`src/hw/rtl/spsg_pkg.sv`:
```
`timescale 1ns / 1ps
`default_nettype none
// ----------------------------------------------------------------------------
// Servo pulse generator package
// Operation codes, field widths, fixed constants and the angle-to-width table.
// ----------------------------------------------------------------------------
package spsg_pkg;

    localparam int unsigned ANGLE_W      = 8;
    localparam int unsigned WIDTH_W      = 9;
    localparam int unsigned COUNT_W      = 11;
    localparam int unsigned BASE_W       = 10;

    localparam int unsigned ANGLE_MAX    = 180;
    localparam int unsigned SPAN_TICKS   = 340;
    localparam int unsigned BASE_RESET   = 110;
    localparam int unsigned ANGLE_CODES  = 256;

    typedef enum logic [1:0] {
        OP_FINE_TICK  = 2'd0,
        OP_FRAME_TICK = 2'd1,
        OP_SET_TARGET = 2'd2
    } t_op;

    typedef struct packed {
        logic [1:0]         op;
        logic [ANGLE_W-1:0] target;
    } t_item;

    typedef struct packed {
        logic               level;
        logic [ANGLE_W-1:0] angle;
        logic               running;
    } t_result;

    typedef logic [WIDTH_W-1:0] t_width_table [ANGLE_CODES];

    // Pulse width in fine ticks for every angle code, truncated.
    function automatic t_width_table f_build_width_table();
        t_width_table tbl;
        for (int i = 0; i < ANGLE_CODES; i++) begin
            tbl[i] = WIDTH_W'((i * SPAN_TICKS) / ANGLE_MAX);
        end
        return tbl;
    endfunction

    localparam t_width_table WIDTH_TABLE = f_build_width_table();

endpackage
`default_nettype wire

```
`src/hw/rtl/spsg_servo_state.sv`:
```
`timescale 1ns / 1ps
`default_nettype none
// ----------------------------------------------------------------------------
// Servo state update
// Holds the slewed angle, target, pulse width and pulse timer, and applies
// one item per cycle when fired. The state registers are the result fields.
// ----------------------------------------------------------------------------
module spsg_servo_state
    import spsg_pkg::*;
(
    input  wire logic              i_clk,
    input  wire logic              i_rst_n,
    input  wire logic              i_cfg_we,
    input  wire logic [BASE_W-1:0] i_cfg_data,
    input  wire logic              i_fire,
    input  wire t_item             i_item,
    output t_result                o_result
);

    logic [BASE_W-1:0]  r_base;
    logic [ANGLE_W-1:0] r_angle_now, n_angle_now;
    logic [ANGLE_W-1:0] r_angle_goal, n_angle_goal;
    logic [WIDTH_W-1:0] r_width, n_width;
    logic [COUNT_W-1:0] r_tick_count, n_tick_count;
    logic               r_pulse_on, n_pulse_on;
    logic               r_level, n_level;

    logic [COUNT_W-1:0] limit;
    logic [COUNT_W-1:0] count_inc;

    assign limit     = COUNT_W'(r_base) + COUNT_W'(r_width);
    assign count_inc = r_tick_count + COUNT_W'(1);

    always_comb begin
        n_angle_now  = r_angle_now;
        n_angle_goal = r_angle_goal;
        n_width      = r_width;
        n_tick_count = r_tick_count;
        n_pulse_on   = r_pulse_on;
        n_level      = r_level;
        if (i_fire) begin
            case (t_op'(i_item.op))
                OP_FINE_TICK: begin
                    if (r_pulse_on) begin
                        if (count_inc <= limit) begin
                            n_tick_count = count_inc;
                            n_level      = 1'b1;
                        end else begin
                            // past the high time: drop the line and end the pulse
                            n_tick_count = '0;
                            n_level      = 1'b0;
                            n_pulse_on   = 1'b0;
                        end
                    end
                end
                OP_FRAME_TICK: begin
                    if (r_angle_now > r_angle_goal) begin
                        n_angle_now = r_angle_now - ANGLE_W'(1);
                    end else if (r_angle_now < r_angle_goal) begin
                        n_angle_now = r_angle_now + ANGLE_W'(1);
                    end
                    n_width    = WIDTH_TABLE[n_angle_now];
                    n_pulse_on = 1'b1;
                end
                OP_SET_TARGET: begin
                    n_angle_goal = (i_item.target > ANGLE_W'(ANGLE_MAX)) ?
                                   ANGLE_W'(ANGLE_MAX) : i_item.target;
                end
                default: begin
                end
            endcase
        end
    end

    always_ff @(posedge i_clk) begin
        if (!i_rst_n) begin
            r_base       <= BASE_W'(BASE_RESET);
            r_angle_now  <= '0;
            r_angle_goal <= '0;
            r_width      <= '0;
            r_tick_count <= '0;
            r_pulse_on   <= 1'b0;
            r_level      <= 1'b0;
        end else begin
            if (i_cfg_we) begin
                r_base <= i_cfg_data;
            end
            r_angle_now  <= n_angle_now;
            r_angle_goal <= n_angle_goal;
            r_width      <= n_width;
            r_tick_count <= n_tick_count;
            r_pulse_on   <= n_pulse_on;
            r_level      <= n_level;
        end
    end

    assign o_result.level   = r_level;
    assign o_result.angle   = r_angle_now;
    assign o_result.running = r_pulse_on;

`ifndef SYNTHESIS
    a_angle_range: assert property (@(posedge i_clk) disable iff (!i_rst_n)
        r_angle_now <= ANGLE_W'(ANGLE_MAX) && r_angle_goal <= ANGLE_W'(ANGLE_MAX))
        else $error("angle beyond limit");

    a_idle_clean: assert property (@(posedge i_clk) disable iff (!i_rst_n)
        !r_pulse_on |-> (r_tick_count == '0 && !r_level))
        else $error("timer or line active without a pulse");

    a_slew_step: assert property (@(posedge i_clk) disable iff (!i_rst_n)
        $past(i_rst_n) |-> (r_angle_now == $past(r_angle_now) ||
                            r_angle_now == $past(r_angle_now) + ANGLE_W'(1) ||
                            r_angle_now == $past(r_angle_now) - ANGLE_W'(1)))
        else $error("angle moved more than one degree");
`endif

endmodule
`default_nettype wire

```
`src/hw/rtl/servo_pulse_generator_slewed_core.sv`:
```
`timescale 1ns / 1ps
`default_nettype none
// Path: an accepted item waits in the input register; when it fires, the state
// update writes the state/result registers and sets result valid.
// Throughput: one item per cycle; the input register keeps taking items
// while a result waits, and stalls only when both stages are full.
// Reset: synchronous active low; clears the valid flags and servo state, base ticks return to 110.
// ----------------------------------------------------------------------------
// Slew-limited servo pulse generator
// Input register, state update stage and output handshake.
// ----------------------------------------------------------------------------
module servo_pulse_generator_slewed_core
    import spsg_pkg::*;
(
    input  wire logic               i_clk,
    input  wire logic               i_rst_n,
    input  wire logic               i_cfg_we,
    input  wire logic [BASE_W-1:0]  i_cfg_data,
    input  wire logic               i_in_valid,
    output logic                    o_in_stall,
    input  wire logic [1:0]         i_operation,
    input  wire logic [ANGLE_W-1:0] i_target_angle,
    output logic                    o_out_valid,
    input  wire logic               i_out_stall,
    output logic                    o_servo_level,
    output logic [ANGLE_W-1:0]      o_current_angle,
    output logic                    o_pulse_running
);

    logic    r_in_valid;
    t_item   r_item;
    logic    r_out_valid;
    logic    out_free;
    logic    fire;
    logic    in_take;
    t_result result;

    assign out_free   = !r_out_valid || !i_out_stall;
    assign fire       = r_in_valid && out_free;
    assign o_in_stall = r_in_valid && !out_free;
    assign in_take    = i_in_valid && !o_in_stall;

    always_ff @(posedge i_clk) begin
        if (!i_rst_n) begin
            r_in_valid  <= 1'b0;
            r_out_valid <= 1'b0;
        end else begin
            if (in_take) begin
                r_in_valid <= 1'b1;
            end else if (fire) begin
                r_in_valid <= 1'b0;
            end
            if (fire) begin
                r_out_valid <= 1'b1;
            end else if (!i_out_stall) begin
                r_out_valid <= 1'b0;
            end
        end
    end

    // Payload needs no reset; hold it until the next item is taken.
    always_ff @(posedge i_clk) begin
        if (in_take) begin
            r_item.op     <= i_operation;
            r_item.target <= i_target_angle;
        end
    end

    spsg_servo_state u_state (
        .i_clk      (i_clk),
        .i_rst_n    (i_rst_n),
        .i_cfg_we   (i_cfg_we),
        .i_cfg_data (i_cfg_data),
        .i_fire     (fire),
        .i_item     (r_item),
        .o_result   (result)
    );

    assign o_out_valid     = r_out_valid;
    assign o_servo_level   = result.level;
    assign o_current_angle = result.angle;
    assign o_pulse_running = result.running;

`ifndef SYNTHESIS
    a_stall_when_full: assert property (@(posedge i_clk) disable iff (!i_rst_n)
        (r_in_valid && r_out_valid && i_out_stall) |-> o_in_stall)
        else $error("input not stalled with both stages full");

    a_fire_sets_out: assert property (@(posedge i_clk) disable iff (!i_rst_n)
        fire |=> r_out_valid)
        else $error("processed item produced no result");

    a_no_stall_empty: assert property (@(posedge i_clk) disable iff (!i_rst_n)
        !r_in_valid |-> !o_in_stall)
        else $error("stall with empty input register");
`endif

endmodule
`default_nettype wire
```
`config.mk`:
```
export PLATFORM = sky130hd
export DESIGN_NAME = servo_pulse_generator_slewed_core
export DESIGN_NICKNAME = d
export VERILOG_FILES = /design/src/hw/rtl/spsg_pkg.sv /design/src/hw/rtl/spsg_servo_state.sv /design/src/hw/rtl/servo_pulse_generator_slewed_core.sv
export SDC_FILE = /design/constraint.sdc
export NUM_CORES = 1
export LEC_CHECK = 0
export BUFFER_PORTS_ARGS = -buffer_cell sky130_fd_sc_hd__clkbuf_2
export CAP_MARGIN = 5
export CORE_ASPECT_RATIO = 1.5
export CORE_UTILIZATION = 39
export CTS_BUF_LIST = sky130_fd_sc_hd__clkbuf_16
export DETAILED_ROUTE_END_ITERATION = 6
export SETUP_SLACK_MARGIN = 0.5
export SYNTH_ARGS = -nofsm -noshare
export SYNTH_HDL_FRONTEND = slang
export SYNTH_SLANG_ARGS = --single-unit
```
`constraint.sdc`:
```
create_clock -name i_clk -period 4.1 [get_ports i_clk]
set_input_delay 0.615 -clock i_clk [delete_from_list [all_inputs] [get_ports i_clk]]
set_output_delay 0.615 -clock i_clk [all_outputs]
set_load 0.01 [all_outputs]
```
# Yosys cells after proc, flatten, opt, wreduce, memory -nomap -nowiden
# Memories as Yosys holds them, arrays and structs flattened. A register that Yosys moved wholly into a read port is not among the register bits.
# Cells that the tools add are included.
[totals]
n_memories = 1
in_bits = 25
regBits = 51
elab_cells = 52
mem_bits_ro = 2304
output_inout_bits = 12
[memory_table]
columns = ["memory", "depth", "word_bits", "rd", "rd_ports_with_merged_regs", "write_ports", "line_no", "rtl"]
rows = [
  ["(name not given)", 256, 9, 1, 1, 0, "spsg_servo_state.sv:62", "n_width = WIDTH_TABLE[n_angle_now];"],
]
[op_classes]
mux = 13
bitwise_logic = 1
n_eq_ne = 3
n_reduce_logical = 16
n_lt_le_gt_ge = 4
add_sub_neg = 4
[ops]
columns = ["operator", "count"]
rows = [
  ["$mux W8", 5],
  ["$add A10 B9 Y11", 1],
  ["$add A11 B1 Y11 const B", 1],
  ["$le A11 B11 Y1", 1],
  ["$mux W11", 1],
  ["$not A8 Y9", 1],
  ["$add A8 B1 Y8 const B", 1],
  ["$gt A8 B8 Y1", 1],
  ["$gt A8 B8 Y1 const B", 1],
  ["$lt A8 B8 Y1", 1],
  ["$sub A8 B1 Y8 const B", 1],
  ["$mux W1", 6],
  ["$reduce_and A2 Y1", 3],
  ["$logic_not A1 Y1", 5],
  ["$reduce_bool A2 Y1", 2],
  ["$logic_and A1 B1 Y1", 3],
  ["$reduce_and A3 Y1", 1],
  ["$eq A2 B1 Y1 const B", 1],
  ["$eq A2 B2 Y1 const B", 1],
  ["$logic_not A2 Y1", 1],
  ["$ne A2 B1 Y1 const B", 1],
  ["$pmux W1 S2", 1],
  ["$logic_or A1 B1 Y1", 1],
]

# Longest topological paths before layout
[depth]
word_depth = 7
ltp_mapped = 22
ltp_nobuf = 21

# Hierarchy
# From an unflattened synthesis, not the netlist that was laid out.
[unflattened]
cells_unflattened = 709
area_unflattened_um2 = 5484.0
[by_module_without_submodules]
columns = ["module", "instances", "cells_per_inst", "seq_area_each_um2", "area_per_inst_um2"]
rows = [
  ["spsg_servo_state", 1, 691, 960.9, 5099.9],
  ["servo_pulse_generator_slewed_core", 1, 18, 340.3, 384.1],
]

# Worst setup path after synthesis
# OpenSTA, ideal clock, no wires.
[synth_path]
kind = "flip-flop to flip-flop"
startpoint = "reg u_state.r_width[0]"
endpoint = "reg u_state.r_tick_count[8]"
setup_time_ns = 0.065
path_slack_ns = 0.601
required_ns = 4.035
t_arrival_ns = 3.433
path_buffers = 1
synth_period_minus_slack_ns = 3.499
stages_incl_launch_ff = 23
path_cell_list = "dfxtp_1 ha_1 inv_1 fa_1 inv_1 a21oi_1 o21ai_0 a21o_1 nand2_1 a21oi_1 o21ai_0 nand2_1 and2_1 o21ai_0 ha_1 nand4_1 o32a_1 o41ai_1 o21ai_0 clkbuf_1 nor3b_1 a21oi_1 nor2b_1"
[synth_between]
elab_chain_cells = 3
[synth_lines]
columns = ["element", "line_no", "rtl"]
rows = [
  ["from (decl)", "spsg_servo_state.sv:23", "logic [WIDTH_W-1:0] r_width, n_width;"],
  ["$add A10 B9 Y11", "spsg_servo_state.sv:31", "assign limit = COUNT_W'(r_base) + COUNT_W'(r_width);"],
  ["$le A11 B11 Y1", "spsg_servo_state.sv:45", "if (count_inc <= limit) begin"],
  ["$mux W11", "spsg_servo_state.sv:45", ""],
  ["to (signal assigned)", "spsg_servo_state.sv:91", "r_tick_count <= n_tick_count;"],
  ["to (decl)", "spsg_servo_state.sv:24", "logic [COUNT_W-1:0] r_tick_count, n_tick_count;"],
]
# No other way between the ends.
# A chain may end at the register's enable or synchronous reset.

# Worst setup path after layout
[layout_path]
startpoint = "reg u_state.r_angle_now[7]"
endpoint = "reg u_state.r_width[0]"
[layout_between]
elab_chain_cells = 6
word_cells_on_any_way = 9
cone_classes = "add/sub: 2; order compare: 2; mux: 4; bitwise: 1"
[layout_lines]
columns = ["element", "line_no", "rtl"]
rows = [
  ["from (decl)", "spsg_servo_state.sv:21", "logic [ANGLE_W-1:0] r_angle_now, n_angle_now;"],
  ["from (signal assigned)", "spsg_servo_state.sv:88", "r_angle_now <= n_angle_now;"],
  ["$add A8 B1 Y8 or $lt A8 B8 Y1 (tied branches)", "spsg_servo_state.sv:60, spsg_servo_state.sv:59", ""],
  ["$mux W8", "spsg_servo_state.sv:59", "end else if (r_angle_now < r_angle_goal) begin"],
  ["$mux W8 (*)", "spsg_servo_state.sv:57", "if (r_angle_now > r_angle_goal) begin"],
  ["$mux W8 (*)", "spsg_servo_state.sv:42", "case (t_op'(i_item.op))"],
  ["$mux W8 (*)", "spsg_servo_state.sv:41", "if (i_fire) begin"],
  ["$not A8 Y9 (not written as such) (*)", "spsg_servo_state.sv:62", ""],
]
# Mark *: on every way between the ends. The rest lies on a longest branch, timed or not. The select of a mux whose other input is x is not followed.

==> summary.txt <==
Routing
  • DRC viols: 6
  • Vias per Instance: about 6.4
  • Initial drt markers: 348
  • Via count: 5714
  • First-pass DRT Iterations: 7
  • Wire per inst: between 15 and 20 µm
  • Routed Antenna Nets: 0
  • Routed WL: between 15000 and 20000 µm

Clock network
  • H-tree Lvls: 3
  • Sink Count: 60
  • CTS tree: yes
  • Worst skew pair latency: roughly 0.33 ns
  • CTS Buffer Depth: 2
  • CTS Buf Count: 9
  • CTS clk-pin slew, worst paths: ~0.050 ns
  • Root Buffer: clkbuf_16

Global routing
  • Grt total ovfl: 0
  • GRT Total Usage: 0.242
  • Initial antenna violation count: 0
  • Global-route wire length before repair: approximately 28000 µm
  • Met3 Use GR: 0.0254
  • Grt peak-use layer: met2
  • Met1 usage: 0.271
  • Met2 Use GR: 0.414
  • Largest net degree at the start of global routing: 38
  • Vias in the first global route: between 5000 and 6000

Floorplan
  • Die width: between 90 and 100 µm
  • Top Ports: 37
  • Starting Density: 0.399
  • Rows: between 50 and 60
  • Die Span Y: roughly 150 µm
  • CORE AREA: ~14000 µm²
  • Die area: 14300 µm²

Layout
  • Layout Nets: approximately 790
  • Ant diodes: 0
  • Layout area overhead: 20.9%
  • Design area: about 6500 µm²
  • Share of cells above drive strength 1: 0.241
  • Fill cells: about 1300
  • Final Non-Filler Cells: roughly 900

Synthesis
  • Yosys warns: 0
  • Syn nets: 750
  • FF+latch count, synth: 60
  • Largest cells by area after synthesis: dfxtp_1, ha_1, edfxtp_1, a21oi_1, o21ai_0
  • Count leader, synth: a21oi_1
  • Ys async rst share: 0
  • Mean Syn Cell Area: between 7 and 8 µm²
  • Number of enable flip-flop cells after synthesis: 10
  • Netlist Area Pre-Place: around 5400 µm²
  • Sequential fraction of the synthesis area: 0.241
  • Synth top cells by count: a21oi_1, nand2_1, o21ai_0
  • Prevailing post-synth register cell: dfxtp_1
  • Share of the synthesized area in the top cell type: 0.185
  • Gate Count Post-Synth: 686
  • Post-synth cell types: 87
  • Cell accounting for the most synthesized area: dfxtp_1

Worst setup path
  • Critical path startpoint: u_state.r_angle_now[7]$_SDFFE_PN0P_
  • CP Class: reg2reg
  • Worst Setup Start Kind: flip-flop
  • Max stage delay on crit path: 0.48 ns
  • Worst setup path endpoint: u_state.r_width[0]$_SDFFE_PN0P_
  • CP max FO: 14
  • Crit path depth: 14
  • Worst R2R Start: u_state.r_angle_now[7]$_SDFFE_PN0P_
  • R2R cell count: 14
  • Critical Path RT: ~4.3 ns
  • CP max stage cell: dfxtp_1
  • Reg2reg setup slack: a little over 0.6 ns
  • CP top delay family: compound AO/OA/AOI/OAI gates
  • WP data arrival: approximately 3.7 ns
  • Reg-to-reg critical path endpoint: u_state.r_width[0]$_SDFFE_PN0P_
  • Setup crit end kind: flip-flop
  • Crit path cell chain: ha_1 -> a21oi_1 -> o21a_2 -> a31oi_1 -> xnor2_1 -> inv_1 -> buf_4 -> a31o_2 -> nand3_1 -> nor2_1 -> nor3_1 -> o211ai_1 -> a32oi_1 -> o21ai_0
  • CP bufs+invs: 2

STA
  • Worst-Margin Slew: roughly 0.9 ns
  • Final TNS setup: 0 ns
  • Slew headroom: 0.406
  • Highest Clock Rate: around 290 MHz
  • Crit path time final: 3.49 ns
  • RSZ-0062 raised after global routing: true
  • Final Max Slew Viols: 0
  • Skew final: slightly above 0.006 ns
  • Final worst path period share: 0.852
  • Setup-failing EPs final: 0
  • Hold Violations, Final: 0

Pwr
  • Peak supply drop: 218 µV
  • Pwr per Cell Area: ~500 nW/µm²
  • Leak: roughly 2.5 nW

Place
  • Cells after DPL: roughly 870
  • DPL Wire Length: around 13000 µm
  • Gpl congestion: between 0.9 and 1
  • Area post-placement: ~5800 µm²
  • Port Buffers: 36

Run status
  • Status: finished, violations left
  • Violated checks: design-rule violations

Min path
  • Min-delay worst type: in2reg

Run
  • Max-cap viol count: 0
[stage by stage]
step	hold slack (ns)	worst slack, ns	util	power, mW
floorplan	0.441	0.601	-	1.86
global placement	0.460	0.278	0.428	2.36
detailed placement	0.475	0.221	0.428	2.35
CTS	0.453	0.500	0.457	3.17
global route	0.458	0.410	0.482	3.51
finish	0.460	0.608	0.482	3.36
[power by group]
part | switching [mW] | total (mW) | internal, mW
Sequential | 0.0188 | 0.642 | 0.623
Clock | 0.262 | 0.791 | 0.529
Combinational | 1.22 | 1.93 | 0.709
[registers in the layout (all words and copies together) (netlist names)]
register	count
o_out_valid	1
u_state.r_tick_count	11
u_state.r_width	9
r_in_valid	1
u_state.r_base	10
u_state.r_angle_goal	8
r_item	10
u_state.r_level	1
u_state.r_pulse_on	1
u_state.r_angle_now	8
[kinds of logic (layout without fill, tap and decap cells)]
family                   Yosys count  count (layout)  share of synthesized area
adder cells (fa/ha/maj)           39              39                     0.0918
XOR/XNOR                          22              22                     0.0357
multiplexers                      12              12                     0.0222
flip-flops                        60              60                      0.241
buffers and inverters             77             120                     0.0605
AND/OR/NAND/NOR                  221             222                      0.220
AO/OA/AOI/OAI                    255             255                      0.329
[worst min path at each step]
stage,start,end,cells after the start
6_report,i_target_angle[3],r_item[3]$_DFFE_PP_,1
4_1_cts,i_target_angle[3],r_item[3]$_DFFE_PP_,1
5_1_grt,i_operation[0],r_item[8]$_DFFE_PP_,1
2_1_floorplan,u_state.r_width[5]$_SDFFE_PN0P_,u_state.r_width[5]$_SDFFE_PN0P_,2
3_3_place_gp,u_state.r_base[6]$_SDFFE_PN1P_,u_state.r_base[6]$_SDFFE_PN1P_,2
3_5_place_dp,u_state.r_base[6]$_SDFFE_PN1P_,u_state.r_base[6]$_SDFFE_PN1P_,2
[what timing repair did]
item / in CTS / in global routing
setup buffers: 2 / 7
hold buffers: 0 / 0
setup endpoints to repair: 20 / 22
pin swaps: 4 / 33
resized for setup: 20 / 80
gates cloned: 2 / 0
[cell type report]
type	instances	area, µm²	area share
clock buffer	9	225	0.0345
sequential	60	1310	0.201
multi-input combinational	550	4080	0.624
timing repair buffer	77	518	0.0794
inverter	27	101	0.0155
clock inverter	7	91.3	0.0140
tap	162	203	0.0311
[cells in the final DEF, fill, tap and decap left out, drive strengths merged, types with 6 or more instances in the layout]
master and n:
inv 27, xnor2 14, or3 6, buf 41, mux2i 12, nor3b 7, ha 38, o22ai 6
and3 12, a31oi 19, dfxtp 50, and2 9, a21boi 12, nand4 10, xor2 8, nand3 30
clkbuf 45, o211ai 16, nor2 38, nand2 56, edfxtp 10, a21oi 56, a211oi 10, o21ai 59
nor3 17, nor2b 23, a221oi 8, a21o 6, o221ai 7, o21a 7
[metal layers]
layer,up-vias,wire [µm]
met3,83,1000
met1,2690,6590
li1,2660,-
met5,-,0
met2,281,8790
met4,0,1260
Power figures use the tool's default switching activity.
